### config.mk
export PLATFORM = sky130hd
export DESIGN_NAME = pixel_to_plane_with_conveyor_shift_flat
export DESIGN_NICKNAME = d
export VERILOG_FILES = /design/src/hw/rtl/ptp_pkg.sv /design/src/hw/rtl/ptp_pix_if.sv /design/src/hw/rtl/ptp_pt_if.sv /design/src/hw/rtl/pixel_to_plane_with_conveyor_shift.sv /design/src/hw/rtl/ptp_unit.sv /design/src/flat_wrapper.sv
export SDC_FILE = /design/constraint.sdc
export NUM_CORES = 2
export LEC_CHECK = 0
export BUFFER_PORTS_ARGS = -buffer_cell sky130_fd_sc_hd__buf_2
export CORE_MARGIN = 2
export CORE_UTILIZATION = 35
export DETAILED_ROUTE_END_ITERATION = 12
export PLACE_DENSITY = 0.6
export SETUP_SLACK_MARGIN = 0.02
export SLEW_MARGIN = 20
export SYNTH_ARGS = -nofsm -noshare
export SYNTH_HDL_FRONTEND = slang
export SYNTH_SLANG_ARGS = --single-unit
### constraint.sdc
create_clock -name clk -period 8.6 [get_ports clk]
set_input_delay 0 -clock clk [delete_from_list [all_inputs] [get_ports clk]]
set_output_delay 0 -clock clk [all_outputs]
set_load 0.05 [all_outputs]
### src/hw/rtl/ptp_pkg.sv
package ptp_pkg;

    // field and port widths
    localparam int COL_W      = 12;
    localparam int ROW_W      = 12;
    localparam int WORLD_W    = 24;
    localparam int CFG_IDX_W  = 3;
    localparam int CFG_DATA_W = 24;

    // shared unit widths
    localparam int QUO_W  = 35;   // dividend and quotient
    localparam int DEN_W  = 17;   // twice the focal length
    localparam int PROD_W = 59;   // accumulator
    localparam int RND_W  = 43;   // product after the 1/65536 rounding
    localparam int CNT_W  = 6;

    // step counts per pass of the shared unit
    localparam logic [CNT_W-1:0] DIV_STEPS       = 6'd35;
    localparam logic [CNT_W-1:0] MUL_DEPTH_STEPS = 6'd24;
    localparam logic [CNT_W-1:0] MUL_POSE_STEPS  = 6'd16;

    // camera pose and tool offsets, 1/256 mm; rotation in Q16
    localparam logic [15:0]        POSE_K    = 16'd46341;
    localparam logic signed [44:0] CAM_TX_DX = 45'sd86641;  // translation x plus tool x
    localparam logic signed [44:0] CAM_TY    = 45'sd23629;
    localparam logic signed [24:0] CAM_TZ    = 25'sd210867;
    localparam logic signed [44:0] TOOL_DZ   = 45'sd52480;
    localparam logic signed [44:0] SAT_HI    = 45'sd8388607;
    localparam logic signed [44:0] SAT_LO    = -45'sd8388608;

    // register reset values
    localparam logic [15:0]        FOCAL_X_RST      = 16'd17091;
    localparam logic [15:0]        FOCAL_Y_RST      = 16'd17092;
    localparam logic [15:0]        CENTER_X_RST     = 16'd15241;
    localparam logic [15:0]        CENTER_Y_RST     = 16'd8602;
    localparam logic signed [23:0] PLANE_HEIGHT_RST = 24'sd39148;

    typedef logic signed [WORLD_W-1:0] world_t;

    typedef enum logic [CFG_IDX_W-1:0] {
        REG_FOCAL_X        = 3'd0,
        REG_FOCAL_Y        = 3'd1,
        REG_CENTER_X       = 3'd2,
        REG_CENTER_Y       = 3'd3,
        REG_PLANE_HEIGHT   = 3'd4,
        REG_CONVEYOR_SPEED = 3'd5,
        REG_POINT_INTERVAL = 3'd6,
        REG_START_DELAY    = 3'd7
    } ptp_reg_t;

    typedef enum logic [4:0] {
        S_IDLE,
        S_DIVX_LD,
        S_DIVX,
        S_DIVY_LD,
        S_DIVY,
        S_SUM,
        S_MX1_LD,
        S_MX1,
        S_MX2_LD,
        S_MX2,
        S_MY1_LD,
        S_MY1,
        S_MY2_LD,
        S_MY2,
        S_FIN,
        S_WRITE,
        S_CLOSE
    } ptp_state_t;

    typedef enum logic [2:0] {
        OP_HOLD,
        OP_LOAD_DIV,
        OP_LOAD_MUL,
        OP_STEP_DIV,
        OP_STEP_MUL
    } ptp_op_t;

    typedef struct packed {
        ptp_op_t           op;
        logic [QUO_W-1:0]  dividend;
        logic [DEN_W-1:0]  divisor;
        logic [PROD_W-1:0] mcand;
        logic [QUO_W-1:0]  mplier;
    } ptp_cmd_t;

    // divide by 65536, rounded half away from zero, on a magnitude
    function automatic logic [RND_W-1:0] rnd16(input logic [PROD_W-1:0] p);
        logic [PROD_W:0] s;
        s = {1'b0, p} + (PROD_W+1)'(32768);
        return s[RND_W+15:16];
    endfunction

    // clamp to the signed 24-bit range
    function automatic world_t sat24(input logic signed [44:0] x);
        world_t r;
        if (x > SAT_HI)
            r = 24'sh7FFFFF;
        else if (x < SAT_LO)
            r = 24'sh800000;
        else
            r = x[WORLD_W-1:0];
        return r;
    endfunction

    // shift accumulation, clamped at all ones
    function automatic logic [39:0] sat_shift(input logic [39:0] a, input logic [31:0] b);
        logic [40:0] s;
        s = {1'b0, a} + {9'b0, b};
        return s[40] ? '1 : s[39:0];
    endfunction

endpackage

### src/hw/rtl/ptp_pix_if.sv
interface ptp_pix_if;
    import ptp_pkg::*;

    logic             valid;
    logic             ready;
    logic [COL_W-1:0] pixel_col;
    logic [ROW_W-1:0] pixel_row;
    logic             final_point;

    modport source (output valid, pixel_col, pixel_row, final_point, input ready);
    modport sink   (input valid, pixel_col, pixel_row, final_point, output ready);
endinterface

### src/hw/rtl/ptp_pt_if.sv
interface ptp_pt_if;
    import ptp_pkg::*;

    logic   valid;
    logic   ready;
    world_t world_x;
    world_t world_y;
    world_t world_z;
    logic   closing_point;
    logic   run_end;

    modport source (output valid, world_x, world_y, world_z, closing_point, run_end,
                    input ready);
    modport sink   (input valid, world_x, world_y, world_z, closing_point, run_end,
                    output ready);
endinterface

### src/hw/rtl/pixel_to_plane_with_conveyor_shift.sv
// The block takes one pixel at a time: a new pixel is accepted only once
// the last one's result word (and, for a run's final pixel, the closing
// word that follows it) has been loaded. The shared shift/add/subtract
// unit does the work in 70 divide steps and 80 multiply steps.
// Reset (rst_n low, asynchronous): registers to their defaults, run state
// cleared so the next pixel starts a run, no result pending.
module pixel_to_plane_with_conveyor_shift #(
    parameter int IMAGE_WIDTH = 1920
) (
    input  logic                           clk,
    input  logic                           rst_n,
    input  logic                           cfg_we,
    input  logic [ptp_pkg::CFG_IDX_W-1:0]  cfg_index,
    input  logic [ptp_pkg::CFG_DATA_W-1:0] cfg_data,
    ptp_pix_if.sink                        pixel,
    ptp_pt_if.source                       point
);
    import ptp_pkg::*;

    localparam logic signed [17:0] WIDTH_X16 = 18'(IMAGE_WIDTH * 16);

    // configuration registers
    logic [15:0]        focal_x_reg, focal_y_reg, center_x_reg, center_y_reg;
    logic signed [23:0] plane_height_reg;
    logic [15:0]        speed_reg, interval_reg, delay_reg;

    always_ff @(posedge clk or negedge rst_n)
    begin
        if (!rst_n)
        begin
            focal_x_reg      <= FOCAL_X_RST;
            focal_y_reg      <= FOCAL_Y_RST;
            center_x_reg     <= CENTER_X_RST;
            center_y_reg     <= CENTER_Y_RST;
            plane_height_reg <= PLANE_HEIGHT_RST;
            speed_reg        <= '0;
            interval_reg     <= '0;
            delay_reg        <= '0;
        end
        else if (cfg_we)
        begin
            unique case (ptp_reg_t'(cfg_index))
                REG_FOCAL_X:        focal_x_reg      <= cfg_data[15:0];
                REG_FOCAL_Y:        focal_y_reg      <= cfg_data[15:0];
                REG_CENTER_X:       center_x_reg     <= cfg_data[15:0];
                REG_CENTER_Y:       center_y_reg     <= cfg_data[15:0];
                REG_PLANE_HEIGHT:   plane_height_reg <= cfg_data;
                REG_CONVEYOR_SPEED: speed_reg        <= cfg_data[15:0];
                REG_POINT_INTERVAL: interval_reg     <= cfg_data[15:0];
                REG_START_DELAY:    delay_reg        <= cfg_data[15:0];
                default:
                begin
                end
            endcase
        end
    end

    // values taken from configuration
    logic [15:0]        fx_eff, fy_eff;
    logic signed [24:0] depth;
    logic               depth_neg;
    logic [23:0]        depth_mag;
    logic signed [44:0] height_ext;

    assign fx_eff     = (focal_x_reg == '0) ? 16'd1 : focal_x_reg;
    assign fy_eff     = (focal_y_reg == '0) ? 16'd1 : focal_y_reg;
    assign depth      = CAM_TZ - {plane_height_reg[23], plane_height_reg};
    assign depth_neg  = depth[24];
    assign depth_mag  = depth_neg ? 24'(-depth) : depth[23:0];
    assign height_ext = {{21{plane_height_reg[23]}}, plane_height_reg};

    // offsets from the principal point, 1/16 pixel
    logic signed [17:0] du, dv;

    assign du = WIDTH_X16 - $signed({2'b0, pixel.pixel_col, 4'b0})
                - $signed({2'b0, center_x_reg});
    assign dv = $signed({2'b0, pixel.pixel_row, 4'b0}) - $signed({2'b0, center_y_reg});

    // sequencer
    ptp_state_t        state_reg, state_next;
    logic [CNT_W-1:0]  cnt_reg, cnt_next;
    logic              step_last;
    logic              slot_free;
    logic              load_main, load_close;
    logic              in_ready;
    ptp_cmd_t          cmd;
    logic [QUO_W-1:0]  quot;
    logic [PROD_W-1:0] prod;

    // datapath registers
    logic               du_neg_reg, dv_neg_reg, fin_reg;
    logic [16:0]        du_mag_reg, dv_mag_reg;
    logic signed [35:0] nx_reg, diff_reg, sum_reg;
    logic [31:0]        step_prod_reg, delay_prod_reg;
    logic [RND_W-1:0]   pxm_reg;
    world_t             wx_reg, sy_reg;

    // run state
    world_t             first_x_reg, first_y_reg;
    logic [39:0]        running_shift_reg;
    logic               at_run_start_reg;

    // output word register
    logic               out_valid_reg;
    world_t             out_x_reg, out_y_reg, out_z_reg;
    logic               out_closing_reg, out_end_reg;

    logic [RND_W-1:0]   rnd_prod;
    logic signed [35:0] ny_now;
    logic [34:0]        diff_mag, sum_mag;
    logic               px_neg, py_neg;
    logic signed [44:0] pxs, pys;
    logic [39:0]        shift_now;
    world_t             wy_now, wy_close, wz_now;

    assign slot_free = !out_valid_reg || point.ready;
    assign rnd_prod  = rnd16(prod);
    assign ny_now    = dv_neg_reg ? -$signed({1'b0, quot}) : $signed({1'b0, quot});
    assign diff_mag  = diff_reg[35] ? 35'(-diff_reg) : diff_reg[34:0];
    assign sum_mag   = sum_reg[35] ? 35'(-sum_reg) : sum_reg[34:0];

    // step count of the running pass
    always_comb
    begin
        unique case (state_reg)
            S_DIVX, S_DIVY: step_last = cnt_reg == DIV_STEPS - 6'd1;
            S_MX1, S_MY1:   step_last = cnt_reg == MUL_DEPTH_STEPS - 6'd1;
            S_MX2, S_MY2:   step_last = cnt_reg == MUL_POSE_STEPS - 6'd1;
            default:        step_last = 1'b0;
        endcase
    end

    // next state
    always_comb
    begin
        state_next = state_reg;
        unique case (state_reg)
            S_IDLE:    if (pixel.valid) state_next = S_DIVX_LD;
            S_DIVX_LD: state_next = S_DIVX;
            S_DIVX:    if (step_last) state_next = S_DIVY_LD;
            S_DIVY_LD: state_next = S_DIVY;
            S_DIVY:    if (step_last) state_next = S_SUM;
            S_SUM:     state_next = S_MX1_LD;
            S_MX1_LD:  state_next = S_MX1;
            S_MX1:     if (step_last) state_next = S_MX2_LD;
            S_MX2_LD:  state_next = S_MX2;
            S_MX2:     if (step_last) state_next = S_MY1_LD;
            S_MY1_LD:  state_next = S_MY1;
            S_MY1:     if (step_last) state_next = S_MY2_LD;
            S_MY2_LD:  state_next = S_MY2;
            S_MY2:     if (step_last) state_next = S_FIN;
            S_FIN:     state_next = S_WRITE;
            S_WRITE:   if (slot_free) state_next = fin_reg ? S_CLOSE : S_IDLE;
            S_CLOSE:   if (slot_free) state_next = S_IDLE;
            default:   state_next = S_IDLE;
        endcase
    end

    // sequencer outputs: unit commands, handshake, word loads
    always_comb
    begin
        cmd        = '{op: OP_HOLD, dividend: '0, divisor: '0, mcand: '0, mplier: '0};
        cnt_next   = '0;
        in_ready   = 1'b0;
        load_main  = 1'b0;
        load_close = 1'b0;
        unique case (state_reg)
            S_IDLE:
                in_ready = 1'b1;
            S_DIVX_LD:
            begin
                cmd.op       = OP_LOAD_DIV;
                cmd.dividend = {1'b0, du_mag_reg, 17'b0} + {19'b0, fx_eff};
                cmd.divisor  = {fx_eff, 1'b0};
            end
            S_DIVY_LD:
            begin
                cmd.op       = OP_LOAD_DIV;
                cmd.dividend = {1'b0, dv_mag_reg, 17'b0} + {19'b0, fy_eff};
                cmd.divisor  = {fy_eff, 1'b0};
            end
            S_DIVX, S_DIVY:
            begin
                cmd.op   = OP_STEP_DIV;
                cnt_next = cnt_reg + 6'd1;
            end
            S_MX1_LD:
            begin
                cmd.op     = OP_LOAD_MUL;
                cmd.mcand  = {24'b0, diff_mag};
                cmd.mplier = {11'b0, depth_mag};
            end
            S_MY1_LD:
            begin
                cmd.op     = OP_LOAD_MUL;
                cmd.mcand  = {24'b0, sum_mag};
                cmd.mplier = {11'b0, depth_mag};
            end
            S_MX2_LD, S_MY2_LD:
            begin
                cmd.op     = OP_LOAD_MUL;
                cmd.mcand  = {16'b0, rnd_prod};
                cmd.mplier = {19'b0, POSE_K};
            end
            S_MX1, S_MX2, S_MY1, S_MY2:
            begin
                cmd.op   = OP_STEP_MUL;
                cnt_next = cnt_reg + 6'd1;
            end
            S_WRITE:
                load_main = slot_free;
            S_CLOSE:
                load_close = slot_free;
            default:
            begin
            end
        endcase
    end

    assign pixel.ready = in_ready;

    always_ff @(posedge clk or negedge rst_n)
    begin
        if (!rst_n)
        begin
            state_reg <= S_IDLE;
            cnt_reg   <= '0;
        end
        else
        begin
            state_reg <= state_next;
            cnt_reg   <= cnt_next;
        end
    end

    ptp_unit u_unit (
        .clk   (clk),
        .rst_n (rst_n),
        .cmd   (cmd),
        .quot  (quot),
        .prod  (prod)
    );

    // back projection, sign and magnitude kept apart
    assign px_neg = diff_reg[35] ^ depth_neg;
    assign py_neg = sum_reg[35] ^ depth_neg;
    assign pxs    = px_neg ? -$signed({2'b0, pxm_reg}) : $signed({2'b0, pxm_reg});
    assign pys    = py_neg ? -$signed({2'b0, rnd_prod}) : $signed({2'b0, rnd_prod});

    always_ff @(posedge clk)
    begin
        if (pixel.valid && in_ready)
        begin
            du_neg_reg    <= du[17];
            du_mag_reg    <= du[17] ? 17'(-du) : du[16:0];
            dv_neg_reg    <= dv[17];
            dv_mag_reg    <= dv[17] ? 17'(-dv) : dv[16:0];
            fin_reg       <= pixel.final_point;
            step_prod_reg <= speed_reg * interval_reg;
        end
        if (state_reg == S_DIVY_LD)
            nx_reg <= du_neg_reg ? -$signed({1'b0, quot}) : $signed({1'b0, quot});
        if (state_reg == S_SUM)
        begin
            diff_reg       <= nx_reg - ny_now;
            sum_reg        <= nx_reg + ny_now;
            delay_prod_reg <= speed_reg * delay_reg;
        end
        if (state_reg == S_MY1_LD)
            pxm_reg <= rnd_prod;
        if (state_reg == S_FIN)
        begin
            wx_reg <= sat24(pxs + CAM_TX_DX);
            sy_reg <= sat24(CAM_TY - pys);
        end
    end

    // conveyor shift and output values
    assign shift_now = at_run_start_reg ? {8'b0, delay_prod_reg} : running_shift_reg;
    assign wy_now    = sat24({{21{sy_reg[23]}}, sy_reg} + $signed({5'b0, shift_now}));
    assign wy_close  = sat24({{21{first_y_reg[23]}}, first_y_reg}
                             + $signed({5'b0, running_shift_reg}));
    assign wz_now    = sat24(height_ext + TOOL_DZ);

    // run state
    always_ff @(posedge clk or negedge rst_n)
    begin
        if (!rst_n)
        begin
            first_x_reg       <= '0;
            first_y_reg       <= '0;
            running_shift_reg <= '0;
            at_run_start_reg  <= 1'b1;
        end
        else if (load_main)
        begin
            if (at_run_start_reg)
            begin
                first_x_reg <= wx_reg;
                first_y_reg <= sy_reg;
            end
            running_shift_reg <= sat_shift(shift_now, step_prod_reg);
            at_run_start_reg  <= 1'b0;
        end
        else if (load_close)
        begin
            at_run_start_reg <= 1'b1;
        end
    end

    // output word: valid flag
    always_ff @(posedge clk or negedge rst_n)
    begin
        if (!rst_n)
            out_valid_reg <= 1'b0;
        else if (load_main || load_close)
            out_valid_reg <= 1'b1;
        else if (point.ready)
            out_valid_reg <= 1'b0;
    end

    // output word: payload
    always_ff @(posedge clk)
    begin
        if (load_main)
        begin
            out_x_reg       <= wx_reg;
            out_y_reg       <= wy_now;
            out_z_reg       <= wz_now;
            out_closing_reg <= 1'b0;
            out_end_reg     <= 1'b0;
        end
        else if (load_close)
        begin
            out_x_reg       <= first_x_reg;
            out_y_reg       <= wy_close;
            out_z_reg       <= wz_now;
            out_closing_reg <= 1'b1;
            out_end_reg     <= 1'b1;
        end
    end

    assign point.valid         = out_valid_reg;
    assign point.world_x       = out_x_reg;
    assign point.world_y       = out_y_reg;
    assign point.world_z       = out_z_reg;
    assign point.closing_point = out_closing_reg;
    assign point.run_end       = out_end_reg;

    // one pixel at a time
    a_busy_after_accept: assert property (@(posedge clk) disable iff (!rst_n)
        pixel.valid && pixel.ready |=> !pixel.ready)
        else $error("pixel taken while busy");

    // the closing word is always the last of its run
    a_close_is_end: assert property (@(posedge clk) disable iff (!rst_n)
        point.valid && point.closing_point |-> point.run_end)
        else $error("closing word without run end");

    // a run restarts once its closing word is loaded
    a_run_restart: assert property (@(posedge clk) disable iff (!rst_n)
        load_close |=> at_run_start_reg && state_reg == S_IDLE)
        else $error("run not restarted after closing word");

endmodule

### src/hw/rtl/ptp_unit.sv
module ptp_unit (
    input  logic                      clk,
    input  logic                      rst_n,
    input  ptp_pkg::ptp_cmd_t         cmd,
    output logic [ptp_pkg::QUO_W-1:0]  quot,
    output logic [ptp_pkg::PROD_W-1:0] prod
);
    import ptp_pkg::*;

    logic [PROD_W-1:0] acc_reg, acc_next;
    logic [PROD_W-1:0] mcand_reg, mcand_next;
    logic [QUO_W-1:0]  mplier_reg, mplier_next;
    logic [DEN_W-1:0]  dsr_reg, dsr_next;

    logic [DEN_W+1:0]  rem_sh;
    logic [DEN_W+1:0]  rem_sub;
    logic              fits;

    // restoring divide: one quotient bit a step
    assign rem_sh  = {acc_reg[DEN_W:0], mcand_reg[QUO_W-1]};
    assign fits    = rem_sh >= {2'b0, dsr_reg};
    assign rem_sub = rem_sh - {2'b0, dsr_reg};

    // next value of the shared datapath
    always_comb
    begin
        acc_next    = acc_reg;
        mcand_next  = mcand_reg;
        mplier_next = mplier_reg;
        dsr_next    = dsr_reg;
        unique case (cmd.op)
            OP_HOLD:
            begin
            end
            OP_LOAD_DIV:
            begin
                acc_next    = '0;
                mcand_next  = {(PROD_W-QUO_W)'(0), cmd.dividend};
                mplier_next = '0;
                dsr_next    = cmd.divisor;
            end
            OP_LOAD_MUL:
            begin
                acc_next    = '0;
                mcand_next  = cmd.mcand;
                mplier_next = cmd.mplier;
            end
            OP_STEP_DIV:
            begin
                acc_next    = {(PROD_W-DEN_W-2)'(0), (fits ? rem_sub : rem_sh)};
                mcand_next  = {mcand_reg[PROD_W-2:0], 1'b0};
                mplier_next = {mplier_reg[QUO_W-2:0], fits};
            end
            OP_STEP_MUL:
            begin
                acc_next    = mplier_reg[0] ? acc_reg + mcand_reg : acc_reg;
                mcand_next  = {mcand_reg[PROD_W-2:0], 1'b0};
                mplier_next = {1'b0, mplier_reg[QUO_W-1:1]};
            end
            default:
            begin
            end
        endcase
    end

    always_ff @(posedge clk)
    begin
        acc_reg    <= acc_next;
        mcand_reg  <= mcand_next;
        mplier_reg <= mplier_next;
        dsr_reg    <= dsr_next;
    end

    assign quot = mplier_reg;
    assign prod = acc_reg;

    // a focal length of zero is replaced before it gets here
    a_dsr_nonzero: assert property (@(posedge clk) disable iff (!rst_n)
        cmd.op == OP_LOAD_DIV |=> dsr_reg != '0)
        else $error("divisor loaded as zero");

    // partial remainder stays below the divisor
    a_rem_bound: assert property (@(posedge clk) disable iff (!rst_n)
        cmd.op == OP_STEP_DIV |=> acc_reg < {(PROD_W-DEN_W)'(0), dsr_reg})
        else $error("remainder not below divisor");

    // accumulator must never wrap
    a_acc_grows: assert property (@(posedge clk) disable iff (!rst_n)
        cmd.op == OP_STEP_MUL |=> acc_reg >= $past(acc_reg))
        else $error("product accumulator wrapped");

endmodule

### src/flat_wrapper.sv
// flat-port wrapper written by rule: the top's interface ports become plain ports
module pixel_to_plane_with_conveyor_shift_flat import ptp_pkg::*;
#(
    parameter int IMAGE_WIDTH = 1920
)
  (clk, rst_n, cfg_we, cfg_index, cfg_data, pixel_valid, pixel_pixel_col, pixel_pixel_row, pixel_final_point, pixel_ready, point_valid, point_world_x, point_world_y, point_world_z, point_closing_point, point_run_end, point_ready);
  ptp_pix_if pixel_i ();
  ptp_pt_if point_i ();
  input  logic clk;
  input  logic rst_n;
  input  logic cfg_we;
  input  logic [ptp_pkg::CFG_IDX_W-1:0] cfg_index;
  input  logic [ptp_pkg::CFG_DATA_W-1:0] cfg_data;
  input wire logic [$bits(pixel_i.valid)-1:0] pixel_valid;
  input wire logic [$bits(pixel_i.pixel_col)-1:0] pixel_pixel_col;
  input wire logic [$bits(pixel_i.pixel_row)-1:0] pixel_pixel_row;
  input wire logic [$bits(pixel_i.final_point)-1:0] pixel_final_point;
  output wire logic [$bits(pixel_i.ready)-1:0] pixel_ready;
  output wire logic [$bits(point_i.valid)-1:0] point_valid;
  output wire logic [$bits(point_i.world_x)-1:0] point_world_x;
  output wire logic [$bits(point_i.world_y)-1:0] point_world_y;
  output wire logic [$bits(point_i.world_z)-1:0] point_world_z;
  output wire logic [$bits(point_i.closing_point)-1:0] point_closing_point;
  output wire logic [$bits(point_i.run_end)-1:0] point_run_end;
  input wire logic [$bits(point_i.ready)-1:0] point_ready;
  assign pixel_i.valid = pixel_valid;
  assign pixel_i.pixel_col = pixel_pixel_col;
  assign pixel_i.pixel_row = pixel_pixel_row;
  assign pixel_i.final_point = pixel_final_point;
  assign pixel_ready = pixel_i.ready;
  assign point_valid = point_i.valid;
  assign point_world_x = point_i.world_x;
  assign point_world_y = point_i.world_y;
  assign point_world_z = point_i.world_z;
  assign point_closing_point = point_i.closing_point;
  assign point_run_end = point_i.run_end;
  assign point_i.ready = point_ready;
  pixel_to_plane_with_conveyor_shift #(.IMAGE_WIDTH(IMAGE_WIDTH)) u_core (.clk(clk), .rst_n(rst_n), .cfg_we(cfg_we), .cfg_index(cfg_index), .cfg_data(cfg_data), .pixel(pixel_i), .point(point_i));
endmodule
==> impl_metrics.yaml <==
floorplanning:
  fp.dieArea_sq_um: 210000
  ios: 133
  die_y_um: 458
  rows: 166
  die_w_um: 458
  core_sq_um: 205000
  initial_core_util: 0.352
detailed_routing:
  vias: 57351
  via_per_inst: 5.43
  drtIter0Drc: 5333
  detail_route.wl_per_cell_um: 20.0
  drt_first_pass_iters: 7
  drc_errors: 0
  wl_mm: 211
  ant_nets: 0
critical_path:
  critPathKind: "reg -> reg"
  worstPathRequired_ns: 9.07
  worst_setup_path_end_kind: "flop"
  cp-start-kind: "flop"
  arrival_ns: 8.25
  crit_path_max_fanout: 21
global_routing:
  grt_use_met2: 0.312
  use_met1: 0.277
  grt_max_degree: 72
  overflow: 0
  grt_pass1_wl_mm: 329
  met3_usage: 0.0384
  grt-busiest-layer: "met2"
  antenna_found_initial: 6
  grt_pass1_vias: 56481
  grtUsageTotal: 0.198
cells_and_area:
  final_cell_mix: "835 x nand2_1, 717 x inv_1, 540 x edfxtp_1, 512 x ha_1, 458 x xnor2_1"
  drive_above_1_share: 0.0961
  nets: 8759
  area_delta_synth_final_pct: 10.5
  final_common_cell: "nand2_1"
cts:
  hold_buffers: 88
  clock_latency_ns: 0.76
  numCtsBuffers: 94
  clk_pin_slew_ns: 0.06
  clockBufferDepth: 3
  clock_sinks: 778
  postCtsSetupBuffers: 0
  cts_resized: 0
  cts_tree: "done"
  cts_root_buf: "clkbuf_16"
  htreeDepth: 3
placed_design:
  numPortBuffers: 132
  hpwl_mm: 163
  place_congestion: 0.899
synth:
  synthTopCellsByArea: "edfxtp_1 22%, fa_1 11%, ha_1 8.9%"
  yosys_warnings: 0
  postSynthCellCount: 7735
  synth-main-ff-cell: "edfxtp_1"
  syn_avg_cell_area_sq_um: 9.33
  synthSimpleGateAreaFrac: 0.173
  synth_top_area_frac: 0.225
  synth-async-reset-ratio: 0.305
  yosysTopAreaCell: "edfxtp_1"
  synth_edf_count: 540
  synth_compound_area_frac: 0.144
  yosys_register_bits: 778
  synthAdderAreaFrac: 0.198
  synth.area.mux_share: 0.0352
  synth_top_family_by_area: "adder cells"
  seq_area_frac_synth: 0.308
  synth_nets: 8699
  ys_types: 115
  synth-xor-area-share: 0.0849
  syn_area_sq_um: 72100
flow_run:
  max_cap_viol_count: 0
min_path:
  worstHoldPathType: "in -> reg"
timing:
  finalSetupViolCount: 0
  relSlewSlack: 0.194
  worst_pin_slew_ns: 1.20
  grt_setup_unrepaired: "false"
  finalHoldViolCount: 0
  clock.fmax_ghz: 0.128
  fin_crit_sh: 0.905
  final.min_clock_period_ns: 7.79
  finalSetupTns_ns: 0
  slew_violations: 0
  skew_ns: 0.0607
outcome:
  status: "complete, no violations"
worst max-delay path, stage by stage, from the launching register on:
cell and delay (ns):
dfrtp_1 0.82, nand2_1 0.17, fa_1 0.57, inv_1 0.05, fa_1 0.49, ha_1 0.23, fa_1 0.53, inv_1 0.05
fa_1 0.46, fa_1 0.55, inv_1 0.04, ha_1 0.32, a21oi_1 0.23, o21bai_1 0.10, a21oi_1 0.23, nor2b_1 0.11
o31ai_1 0.46, a2111oi_0 0.31, o31ai_1 0.51, o21ai_0 0.28, o41ai_1 0.50, o21ai_0 0.17, a21oi_1 0.19, xnor2_1 0.10
logic make-up after synthesis:
kind of cell,count (synthesis)
muxes,229
AOI/OAI and AO/OA,1571
and+or+nand+nor,2488
xor gates and xnor gates,696
DFF,778
adders and majority gates,907
buffers and inverters,1066
synthesized netlist by cell type, types with 203 or more instances:
cell      instances
a21oi_1         364
and2_1          265
clkbuf_1        298
dfrtp_1         203
edfxtp_1        540
fa_1            395
ha_1            512
inv_1           717
nand2_1         836
nor2_1          452
o21ai_0         385
xnor2_1         458
xor2_1          234
path summary, 6_finish.rpt:
check                                            from                        end  slack [ns]  cells past startpoint
min in group asynchronous                       rst_n    u_core.center_x_reg[13]        0.46                      3
worst max-delay path              u_core.speed_reg[1]  u_core.delay_prod_reg[31]        0.81                     23
worst max register to register    u_core.speed_reg[1]  u_core.delay_prod_reg[31]        0.81                     23
max in group asynchronous                       rst_n     u_core.first_x_reg[16]        6.60                      5
worst min-delay path               pixel_pixel_row[1]       u_core.dv_mag_reg[6]        0.05                      6
worst min register to register  u_core.first_x_reg[2]      u_core.first_x_reg[2]        0.50                      1
stage by stage:
| stage | hold WS (ns) | std cells | setup slack (ns) | util | instance area, sq um |
|---|---|---|---|---|---|
| 6_report | 0.0491 | 10566 | 0.814 | 0.389 | 79700 |
| 5_1_grt | 0.0887 | 10565 | 0.420 | 0.389 | 79700 |
| 4_1_cts | 0.0469 | 10563 | 0.882 | 0.389 | 79700 |
| 3_5_place_dp | 0.104 | 10298 | 0.930 | 0.369 | 75600 |
| 3_3_place_gp | 0.0938 | 10298 | 1.11 | 0.369 | 75600 |
| 2_1_floorplan | -0.296 | 7735 | 0.637 | - | 72100 |
layer usage:
metal | wire length, um | up-vias
li1 | - | 27210
met1 | 98500 | 28280
met2 | 93700 | 1595
met3 | 13600 | 264
met4 | 5090 | 2
met5 | 12 | -
area by class of cell:
class	instances	area [sq um]
fill	20258	125000
multi-input combinational	5891	46000
sequential	778	22200
tap	2688	3360
inverter	723	2710
clock buffer	128	2580
timing repair buffer	307	2240
clock inverter	49	642
antenna	2	5.00
Power is not shown: default switching activity piles up to over one toggle a cycle in this logic, so the estimate is an artifact.
